$ cat src/hw/rtl/i2c_bit_level_master_core_macros.svh
// Assertion macros for the I2C bit-level master core.
`ifndef I2C_BIT_LEVEL_MASTER_CORE_MACROS_SVH
`define I2C_BIT_LEVEL_MASTER_CORE_MACROS_SVH
`ifndef SYNTHESIS
// Same-cycle implication, disabled during reset.
`define I2CBM_ASSERT_IMPL(label, clk, rstn, ante, cons) \
    label: assert property (@(posedge clk) disable iff (!rstn) (ante) |-> (cons)) \
        else $error("i2cbm assertion failed");
// Next-cycle implication, disabled during reset.
`define I2CBM_ASSERT_NEXT(label, clk, rstn, ante, cons) \
    label: assert property (@(posedge clk) disable iff (!rstn) (ante) |=> (cons)) \
        else $error("i2cbm assertion failed");
`else
`define I2CBM_ASSERT_IMPL(label, clk, rstn, ante, cons)
`define I2CBM_ASSERT_NEXT(label, clk, rstn, ante, cons)
`endif
`endif

$ cat src/hw/rtl/i2cbm_pkg.sv
`timescale 1ns / 1ps
package i2cbm_pkg;

    // Command codes
    localparam logic [2:0] CMD_TICK     = 3'd0;
    localparam logic [2:0] CMD_START    = 3'd1;
    localparam logic [2:0] CMD_STOP     = 3'd2;
    localparam logic [2:0] CMD_WRITE    = 3'd3;
    localparam logic [2:0] CMD_READ     = 3'd4;
    localparam logic [2:0] CMD_WAIT_ACK = 3'd5;

    // Phase codes
    localparam int PHASE_W = 4;
    localparam logic [PHASE_W-1:0] PH_IDLE    = 4'd0;
    localparam logic [PHASE_W-1:0] PH_START1  = 4'd1;
    localparam logic [PHASE_W-1:0] PH_START2  = 4'd2;
    localparam logic [PHASE_W-1:0] PH_STOP1   = 4'd3;
    localparam logic [PHASE_W-1:0] PH_STOP2   = 4'd4;
    localparam logic [PHASE_W-1:0] PH_WR_LOW  = 4'd5;
    localparam logic [PHASE_W-1:0] PH_WR_HIGH = 4'd6;
    localparam logic [PHASE_W-1:0] PH_WR_TAIL = 4'd7;
    localparam logic [PHASE_W-1:0] PH_RD_LOW  = 4'd8;
    localparam logic [PHASE_W-1:0] PH_RD_HIGH = 4'd9;
    localparam logic [PHASE_W-1:0] PH_AK_LOW  = 4'd10;
    localparam logic [PHASE_W-1:0] PH_AK_HIGH = 4'd11;
    localparam logic [PHASE_W-1:0] PH_WA1     = 4'd12;
    localparam logic [PHASE_W-1:0] PH_WA2     = 4'd13;
    localparam logic [PHASE_W-1:0] PH_WA_POLL = 4'd14;

    // Configuration register indexes
    localparam int CFG_INDEX_W = 1;
    localparam int CFG_DATA_W  = 8;
    localparam logic [CFG_INDEX_W-1:0] REG_HALF_PERIOD = 1'd0;
    localparam logic [CFG_INDEX_W-1:0] REG_ACK_LIMIT   = 1'd1;
    localparam logic [7:0] HALF_PERIOD_RESET = 8'd5;
    localparam logic [7:0] ACK_LIMIT_RESET   = 8'd200;

    localparam logic [3:0] BITS_PER_BYTE = 4'd8;

    typedef struct packed {
        logic [2:0] cmd;
        logic [7:0] tx_byte;
        logic       send_ack;
        logic       sda_in;
    } in_word_t;

    typedef struct packed {
        logic       scl_level;
        logic       sda_level;
        logic       busy_res;
        logic       done_res;
        logic [7:0] rx_byte;
        logic       ack_failed;
    } out_word_t;

    typedef struct packed {
        logic [7:0] half_period_ticks;
        logic [7:0] ack_wait_limit;
    } cfg_t;

    typedef struct packed {
        logic [PHASE_W-1:0] phase;
        logic [7:0]         delay_count;
        logic [3:0]         bit_count;
        logic [7:0]         shift_reg;
        logic [7:0]         ack_wait_count;
        logic               scl;
        logic               sda;
        logic               ack_choice;
        logic               fail_flag;
        logic [7:0]         rx_hold;
    } core_state_t;

    localparam core_state_t STATE_RESET = '{
        phase:          PH_IDLE,
        delay_count:    8'd0,
        bit_count:      4'd0,
        shift_reg:      8'd0,
        ack_wait_count: 8'd0,
        scl:            1'b1,
        sda:            1'b1,
        ack_choice:     1'b0,
        fail_flag:      1'b0,
        rx_hold:        8'd0
    };

endpackage

$ cat src/hw/rtl/i2cbm_step.sv
`timescale 1ns / 1ps
// One step of the bus sequencer: next state and result word for one input word.
module i2cbm_step (
    input  i2cbm_pkg::core_state_t st,
    input  i2cbm_pkg::cfg_t        cfg,
    input  i2cbm_pkg::in_word_t    in_word,
    output i2cbm_pkg::core_state_t st_next,
    output i2cbm_pkg::out_word_t   out_word
);

    logic       done;
    logic [3:0] bit_inc;
    logic [7:0] ack_inc;

    assign bit_inc = st.bit_count + 4'd1;
    assign ack_inc = st.ack_wait_count + 8'd1;

    always_comb begin
        st_next = st;
        done    = 1'b0;
        if (st.phase == i2cbm_pkg::PH_IDLE) begin
            // Idle: take a command
            case (in_word.cmd)
                i2cbm_pkg::CMD_START: begin
                    st_next.sda         = 1'b1;
                    st_next.scl         = 1'b1;
                    st_next.delay_count = cfg.half_period_ticks;
                    st_next.phase       = i2cbm_pkg::PH_START1;
                end
                i2cbm_pkg::CMD_STOP: begin
                    st_next.scl         = 1'b0;
                    st_next.sda         = 1'b0;
                    st_next.delay_count = cfg.half_period_ticks;
                    st_next.phase       = i2cbm_pkg::PH_STOP1;
                end
                i2cbm_pkg::CMD_WRITE: begin
                    st_next.scl         = 1'b0;
                    st_next.sda         = in_word.tx_byte[7];
                    st_next.shift_reg   = {in_word.tx_byte[6:0], 1'b0};
                    st_next.bit_count   = 4'd0;
                    st_next.delay_count = cfg.half_period_ticks;
                    st_next.phase       = i2cbm_pkg::PH_WR_LOW;
                end
                i2cbm_pkg::CMD_READ: begin
                    st_next.ack_choice  = in_word.send_ack;
                    st_next.scl         = 1'b0;
                    st_next.sda         = 1'b1;
                    st_next.shift_reg   = 8'd0;
                    st_next.bit_count   = 4'd0;
                    st_next.delay_count = cfg.half_period_ticks;
                    st_next.phase       = i2cbm_pkg::PH_RD_LOW;
                end
                i2cbm_pkg::CMD_WAIT_ACK: begin
                    st_next.fail_flag   = 1'b0;
                    st_next.sda         = 1'b1;
                    st_next.delay_count = 8'd1;
                    st_next.phase       = i2cbm_pkg::PH_WA1;
                end
                default: begin
                end
            endcase
        end else if (st.phase == i2cbm_pkg::PH_WA_POLL) begin
            // ACK poll: SDA low ends it, otherwise count toward timeout and stop
            if (!in_word.sda_in) begin
                st_next.scl   = 1'b0;
                st_next.phase = i2cbm_pkg::PH_IDLE;
                done          = 1'b1;
            end else begin
                st_next.ack_wait_count = ack_inc;
                if (ack_inc >= cfg.ack_wait_limit) begin
                    st_next.fail_flag   = 1'b1;
                    st_next.scl         = 1'b0;
                    st_next.sda         = 1'b0;
                    st_next.delay_count = cfg.half_period_ticks;
                    st_next.phase       = i2cbm_pkg::PH_STOP1;
                end
            end
        end else if (st.delay_count > 8'd1) begin
            // Delay still running
            st_next.delay_count = st.delay_count - 8'd1;
        end else begin
            // Delay expired: next bus edge on this tick
            st_next.delay_count = 8'd0;
            case (st.phase)
                i2cbm_pkg::PH_START1: begin
                    st_next.sda         = 1'b0;
                    st_next.delay_count = cfg.half_period_ticks;
                    st_next.phase       = i2cbm_pkg::PH_START2;
                end
                i2cbm_pkg::PH_START2: begin
                    st_next.scl   = 1'b0;
                    st_next.phase = i2cbm_pkg::PH_IDLE;
                    done          = 1'b1;
                end
                i2cbm_pkg::PH_STOP1: begin
                    st_next.scl         = 1'b1;
                    st_next.sda         = 1'b1;
                    st_next.delay_count = cfg.half_period_ticks;
                    st_next.phase       = i2cbm_pkg::PH_STOP2;
                end
                i2cbm_pkg::PH_STOP2: begin
                    st_next.phase = i2cbm_pkg::PH_IDLE;
                    done          = 1'b1;
                end
                i2cbm_pkg::PH_WR_LOW: begin
                    st_next.scl         = 1'b1;
                    st_next.delay_count = cfg.half_period_ticks;
                    st_next.phase       = i2cbm_pkg::PH_WR_HIGH;
                end
                i2cbm_pkg::PH_WR_HIGH: begin
                    st_next.scl         = 1'b0;
                    st_next.delay_count = cfg.half_period_ticks;
                    st_next.phase       = i2cbm_pkg::PH_WR_TAIL;
                end
                i2cbm_pkg::PH_WR_TAIL: begin
                    st_next.bit_count = bit_inc;
                    if (bit_inc >= i2cbm_pkg::BITS_PER_BYTE) begin
                        st_next.phase = i2cbm_pkg::PH_IDLE;
                        done          = 1'b1;
                    end else begin
                        st_next.sda         = st.shift_reg[7];
                        st_next.shift_reg   = {st.shift_reg[6:0], 1'b0};
                        st_next.delay_count = cfg.half_period_ticks;
                        st_next.phase       = i2cbm_pkg::PH_WR_LOW;
                    end
                end
                i2cbm_pkg::PH_RD_LOW: begin
                    st_next.scl         = 1'b1;
                    st_next.shift_reg   = {st.shift_reg[6:0], in_word.sda_in};
                    st_next.delay_count = cfg.half_period_ticks;
                    st_next.phase       = i2cbm_pkg::PH_RD_HIGH;
                end
                i2cbm_pkg::PH_RD_HIGH: begin
                    st_next.bit_count   = bit_inc;
                    st_next.scl         = 1'b0;
                    st_next.delay_count = cfg.half_period_ticks;
                    if (bit_inc < i2cbm_pkg::BITS_PER_BYTE) begin
                        st_next.phase = i2cbm_pkg::PH_RD_LOW;
                    end else begin
                        st_next.sda   = ~st.ack_choice;
                        st_next.phase = i2cbm_pkg::PH_AK_LOW;
                    end
                end
                i2cbm_pkg::PH_AK_LOW: begin
                    st_next.scl         = 1'b1;
                    st_next.delay_count = cfg.half_period_ticks;
                    st_next.phase       = i2cbm_pkg::PH_AK_HIGH;
                end
                i2cbm_pkg::PH_AK_HIGH: begin
                    st_next.scl     = 1'b0;
                    st_next.rx_hold = st.shift_reg;
                    st_next.phase   = i2cbm_pkg::PH_IDLE;
                    done            = 1'b1;
                end
                i2cbm_pkg::PH_WA1: begin
                    st_next.scl         = 1'b1;
                    st_next.delay_count = 8'd1;
                    st_next.phase       = i2cbm_pkg::PH_WA2;
                end
                i2cbm_pkg::PH_WA2: begin
                    st_next.ack_wait_count = 8'd0;
                    st_next.phase          = i2cbm_pkg::PH_WA_POLL;
                end
                default: begin
                    st_next.phase = i2cbm_pkg::PH_IDLE;
                end
            endcase
        end
    end

    // Result word reflects the state after the step
    assign out_word.scl_level  = st_next.scl;
    assign out_word.sda_level  = st_next.sda;
    assign out_word.busy_res   = (st_next.phase != i2cbm_pkg::PH_IDLE);
    assign out_word.done_res   = done;
    assign out_word.rx_byte    = st_next.rx_hold;
    assign out_word.ack_failed = st_next.fail_flag;

endmodule

$ cat src/hw/rtl/i2c_bit_level_master_core.sv
`timescale 1ns / 1ps
// I2C bit-level master. Every input word on s_ is one step: a timing tick, or
// while idle a command (start, stop, write byte, read byte, wait ACK). Commands
// that arrive while busy count as plain ticks. Each input word yields exactly
// one result word on m_ with the SCL/SDA levels to drive, busy, a done pulse,
// the last read byte and the ACK-failure flag.
// The result appears in the cycle after the input word is accepted; the
// sequencer step is one combinational pass into the state and result registers.
// Throughput: one word per cycle; s_ready stays high while the result register
// is empty or being taken, so a stalled m_ side holds the block after one word.
// Configuration (cfg_we/cfg_index/cfg_data) sets the half-period in ticks
// (index 0) and the ACK poll limit in ticks (index 1); write only while idle.
// Reset (aresetn low, synchronous): bus released (SCL=SDA=1), phase idle,
// half-period 5, ACK limit 200, no result pending.
`include "i2c_bit_level_master_core_macros.svh"
module i2c_bit_level_master_core (
    input  logic                                 aclk,
    input  logic                                 aresetn,
    input  logic                                 cfg_we,
    input  logic [i2cbm_pkg::CFG_INDEX_W-1:0]    cfg_index,
    input  logic [i2cbm_pkg::CFG_DATA_W-1:0]     cfg_data,
    input  logic                                 s_valid,
    output logic                                 s_ready,
    input  i2cbm_pkg::in_word_t                  s_data,
    output logic                                 m_valid,
    input  logic                                 m_ready,
    output i2cbm_pkg::out_word_t                 m_data
);

    i2cbm_pkg::core_state_t state_reg, state_next;
    i2cbm_pkg::cfg_t        cfg_reg;
    i2cbm_pkg::out_word_t   out_reg, out_next;
    logic                   m_valid_reg, m_valid_next;
    logic                   accept;

    assign s_ready = !m_valid_reg || m_ready;
    assign accept  = s_valid && s_ready;

    i2cbm_step u_step (
        .st      (state_reg),
        .cfg     (cfg_reg),
        .in_word (s_data),
        .st_next (state_next),
        .out_word(out_next)
    );

    // Configuration registers
    always_ff @(posedge aclk) begin
        if (!aresetn) begin
            cfg_reg.half_period_ticks <= i2cbm_pkg::HALF_PERIOD_RESET;
            cfg_reg.ack_wait_limit    <= i2cbm_pkg::ACK_LIMIT_RESET;
        end else if (cfg_we) begin
            case (cfg_index)
                i2cbm_pkg::REG_HALF_PERIOD: cfg_reg.half_period_ticks <= cfg_data;
                i2cbm_pkg::REG_ACK_LIMIT:   cfg_reg.ack_wait_limit    <= cfg_data;
                default: begin
                end
            endcase
        end
    end

    // Sequencer state advances once per accepted word
    always_ff @(posedge aclk) begin
        if (!aresetn) begin
            state_reg <= i2cbm_pkg::STATE_RESET;
        end else if (accept) begin
            state_reg <= state_next;
        end
    end

    // Result register
    assign m_valid_next = accept || (m_valid_reg && !m_ready);

    always_ff @(posedge aclk) begin
        if (!aresetn) begin
            m_valid_reg <= 1'b0;
        end else begin
            m_valid_reg <= m_valid_next;
        end
    end

    always_ff @(posedge aclk) begin
        if (accept) begin
            out_reg <= out_next;
        end
    end

    assign m_valid = m_valid_reg;
    assign m_data  = out_reg;

    // Checks
    `I2CBM_ASSERT_IMPL(a_done_not_busy, aclk, aresetn, m_valid && m_data.done_res, !m_data.busy_res)
    `I2CBM_ASSERT_NEXT(a_busy_tracks_phase, aclk, aresetn, accept, m_data.busy_res == (state_reg.phase != i2cbm_pkg::PH_IDLE))
    `I2CBM_ASSERT_NEXT(a_start_releases, aclk, aresetn, accept && (state_reg.phase == i2cbm_pkg::PH_IDLE) && (s_data.cmd == i2cbm_pkg::CMD_START), m_valid && m_data.busy_res && m_data.scl_level && m_data.sda_level)

endmodule

$ cat config.mk
export PLATFORM = sky130hd
export DESIGN_NAME = i2c_bit_level_master_core
export DESIGN_NICKNAME = d
export VERILOG_FILES = /design/src/hw/rtl/i2cbm_pkg.sv /design/src/hw/rtl/i2cbm_step.sv /design/src/hw/rtl/i2c_bit_level_master_core.sv
export VERILOG_INCLUDE_DIRS = /design/src /design/src/hw/rtl
export SDC_FILE = /design/constraint.sdc
export NUM_CORES = 1
export LEC_CHECK = 0
export ABC_AREA = 1
export BUFFER_PORTS_ARGS = -buffer_cell sky130_fd_sc_hd__buf_2
export CAP_MARGIN = 10
export CORE_MARGIN = 4
export CORE_UTILIZATION = 45
export DETAILED_ROUTE_END_ITERATION = 16
export HOLD_SLACK_MARGIN = 0.05
export SLEW_MARGIN = 20
export SYNTH_ARGS = -nofsm -noshare
export SYNTH_HDL_FRONTEND = slang
export SYNTH_SLANG_ARGS = --single-unit
$ cat constraint.sdc
create_clock -name aclk -period 3.2 [get_ports aclk]
set_input_delay 0.64 -clock aclk [delete_from_list [all_inputs] [get_ports aclk]]
set_output_delay 0.64 -clock aclk [all_outputs]
set_load 0.01 [all_outputs]
==> metrics.md <==
| Metric | Value |
|---|---|
| PD cells | `534.2 nW/um^2` |
| Post-DRT Antenna Nets | `0` |
| Gr usage total | `0.2017` |
| Origin of the critical flop-to-flop path | `state_reg[12]$_SDFFE_PN0P_` |
| Crit Path Class | `reg2reg` |
| Worst setup path start | `state_reg[12]$_SDFFE_PN0P_` |
| Run status | `complete, no violations` |
| DR pass1 iterations | `5` |
| Clock-pin transition on the worst setup and hold timing paths | `0.10 ns` |
| Later-pin clock latency in the skew report | `0.36 ns` |
| Worst path slowest cell | `dfxtp_1` |
| Antenna Cells | `0` |
| I/O pin count | `42` |
| Post-synth top area share | `0.2824` |
| Critical path data required time | `3.30 ns` |
| VDD IR max | `0.2655 mV` |
| Post-CTS Hold Buffers | `0` |
| Period utilization | `0.8365` |
| DRC viols | `0` |
| Startpoint of the worst hold path | `cfg_reg[2]$_SDFFE_PN0P_` |
| Async set-reset flop share out of synthesis | `0` |
| Area contributors post-synth | `dfxtp_1, nand2_1, edfxtp_1, inv_1, a21oi_1` |
| CTS Buf Count | `9` |
| DR iter-0 viols | `217` |
| Nets@finish | `692` |
| Number of flops mapped to enable cells by yosys | `13` |
| Count of final hold-check violations | `0` |
| Critical path peak fanout | `5` |
| HP Class | `reg2reg` |
| GRT overflow | `0` |
| Seq/Total Area, Yosys | `0.3727` |
| Crit end category | `flop` |
| Area grow syn2layout | `12.24%` |
| Row cnt | `35` |
| Clock buffer depth | `2` |
| Port Buffers | `41` |
| Slew margin rel. | `0.4138` |
| Crit path launch type | `flop` |
| Placed instance area | `4646 um^2` |
| Placed wire-length estimate | `8106 um` |
| Top cell type by total area after synthesis | `dfxtp_1` |
| Layout cells sized above 1 | `0.1626` |
| Critical path arrival | `2.77 ns` |
| Crit-path max cell delay | `0.40 ns` |
| Largest net degree at the start of global routing | `35` |
| Post-route cell area | `4853 um^2` |
| Synthesized area | `4324 um^2` |
| Critical path, cell by cell | `nand3_1, nand3b_1, nand3b_1, xnor2_1, ha_1, nand2_1, nor2_1, nand4_1, nand3_1, nor2_1, o21ai_1, nand3b_1` |
| Number of fill cells in the layout | `951` |
| Pins over their slew limit | `0` |
| Finished Core Util | `0.5228` |
| TritonCTS Sinks | `74` |
| Die width | `106.0 um` |
| Post-CTS Setup Bufs | `0` |
| First-pass GRT wire length | `18230 um` |
| CP most frequent cell | `nand3b_1` |
| Die Y | `106.0 um` |
| Max-Cap Viols | `0` |
| FMAX | `373.6 MHz` |
| Total power | `2.593 mW` |
| Minimum clock period | `2.677 ns` |
| Clock Skew | `0.01111 ns` |
| Most common cell after layout, fill and taps aside | `nand2_1` |
| Routed len/inst | `14.17 um` |
| Final RePlAce weighted congestion | `0.9527` |
| Setup WS post-layout | `0.5233 ns` |
| Post-CTS Resized | `0` |
| Setup TNS | `0 ns` |
| Most frequent cells in the layout | `nand2_1, inv_1, dfxtp_1` |
| Die ar. | `11240 um^2` |
| Setup slack at placement | `0.5536 ns` |
| Setup-failing EPs final | `0` |
| Post-Synthesis Cells | `612` |
| RSZ-0062 raised after global routing | `false` |
| Synth warn | `0` |
| Largest register FFs | `44` |
| Initial antenna violation count | `0` |
| CORE AREA | `9284 um^2` |
| CTS root buffer | `clkbuf_8` |
| Drt total wl | `11150 um` |
| Htree depth | `3` |
| CTS tree | `built` |
| Slew @ Worst Pin | `0.8784 ns` |
| LEAKAGE | `2.296 nW` |
| Syn avg cell area | `7.066 um^2` |
| Vias in the first global route | `3799` |
| Synth unique cells | `45` |
| Syn_nets | `651` |
| Top FF cell, synth | `dfxtp_1` |
| #FFs+latches synth | `74` |
| DR vias/cell | `5.163` |
| Via count | `4063` |
| Initial Util | `0.4658` |
==> path summary, 6_finish.rpt <==
path,endpoint,slack (ns),cells after the start
max,m_data[10]$_DFFE_PP_,0.52,12
min,cfg_reg[2]$_SDFFE_PN0P_,0.48,2
max reg2reg,m_data[10]$_DFFE_PP_,0.52,12
min reg2reg,cfg_reg[2]$_SDFFE_PN0P_,0.48,2
==> report_power, final <==
| group | switching [mW] | internal [mW] |
|---|---|---|
| registers | 0.0543 | 1.03 |
| clock network | 0.415 | 0.376 |
| logic | 0.477 | 0.239 |
==> kinds of logic (layout without fill, tap and decap cells) <==
logic type      Yosys count  after routing  share of synthesized area
compound gates          132            132                     0.1722
xor+xnor                 11             11                    0.02228
flops                    74             74                     0.3727
buf+inv                 107            153                     0.1004
simple gates            276            276                     0.2977
fa+ha+maj                12             12                    0.03472
==> critical path: cells and delay by family, from the launching register on <==
kind	cells	cell delay (ns)
compound gates	1	0.23
flops	1	0.40
simple gates	9	1.33
fa+ha+maj	1	0.30
xor+xnor	1	0.15
==> stage by stage <==
step                      hold WS [ns]  instances
after floorplan                 0.4353        612
after global placement          0.4695        771
after detailed placement        0.4705        771
after CTS                       0.4859        787
after global routing            0.5140        787
final                           0.4845        787
==> routing by layer <==
| layer | share of wire | vias to the layer above | GRT usage |
|---|---|---|---|
| met3 | 0.040 | 17 | 0.02914 |
| met4 | 0.017 | 0 | 0.06198 |
| met2 | 0.49 | 92 | 0.3547 |
| met5 | 0 | - | 0 |
| li1 | - | 2092 | - |
| met1 | 0.45 | 1862 | 0.2553 |
==> cell type report <==
class | instances | area (um^2) | area share
Inverter | 89 | 336.6 | 0.06935
Tap cell | 129 | 161.4 | 0.03326
Sequential cell | 74 | 1612 | 0.3320
Clock inverter | 7 | 83.83 | 0.01727
Multi-Input combinational cell | 431 | 2278 | 0.4695
Clock buffer | 9 | 123.9 | 0.02552
Timing Repair Buffer | 48 | 257.7 | 0.05311
==> cell usage after synthesis, types with 4 or more instances <==
library cell and instances:
o211ai_1 5, xor2_1 8, nand4_1 7, edfxtp_1 13, o21ai_2 9, clkbuf_1 10
inv_2 6, nand3_1 43, ha_1 12, nor2_4 4, nand2_1 132, o21ai_0 39
o21ai_1 12, nand3b_1 4, nor2_2 6, nand2_2 6, a31oi_1 7, inv_1 80
nor2_1 57, dfxtp_1 61, a21oi_1 51
Note: power is estimated with default switching activity, not from simulation.
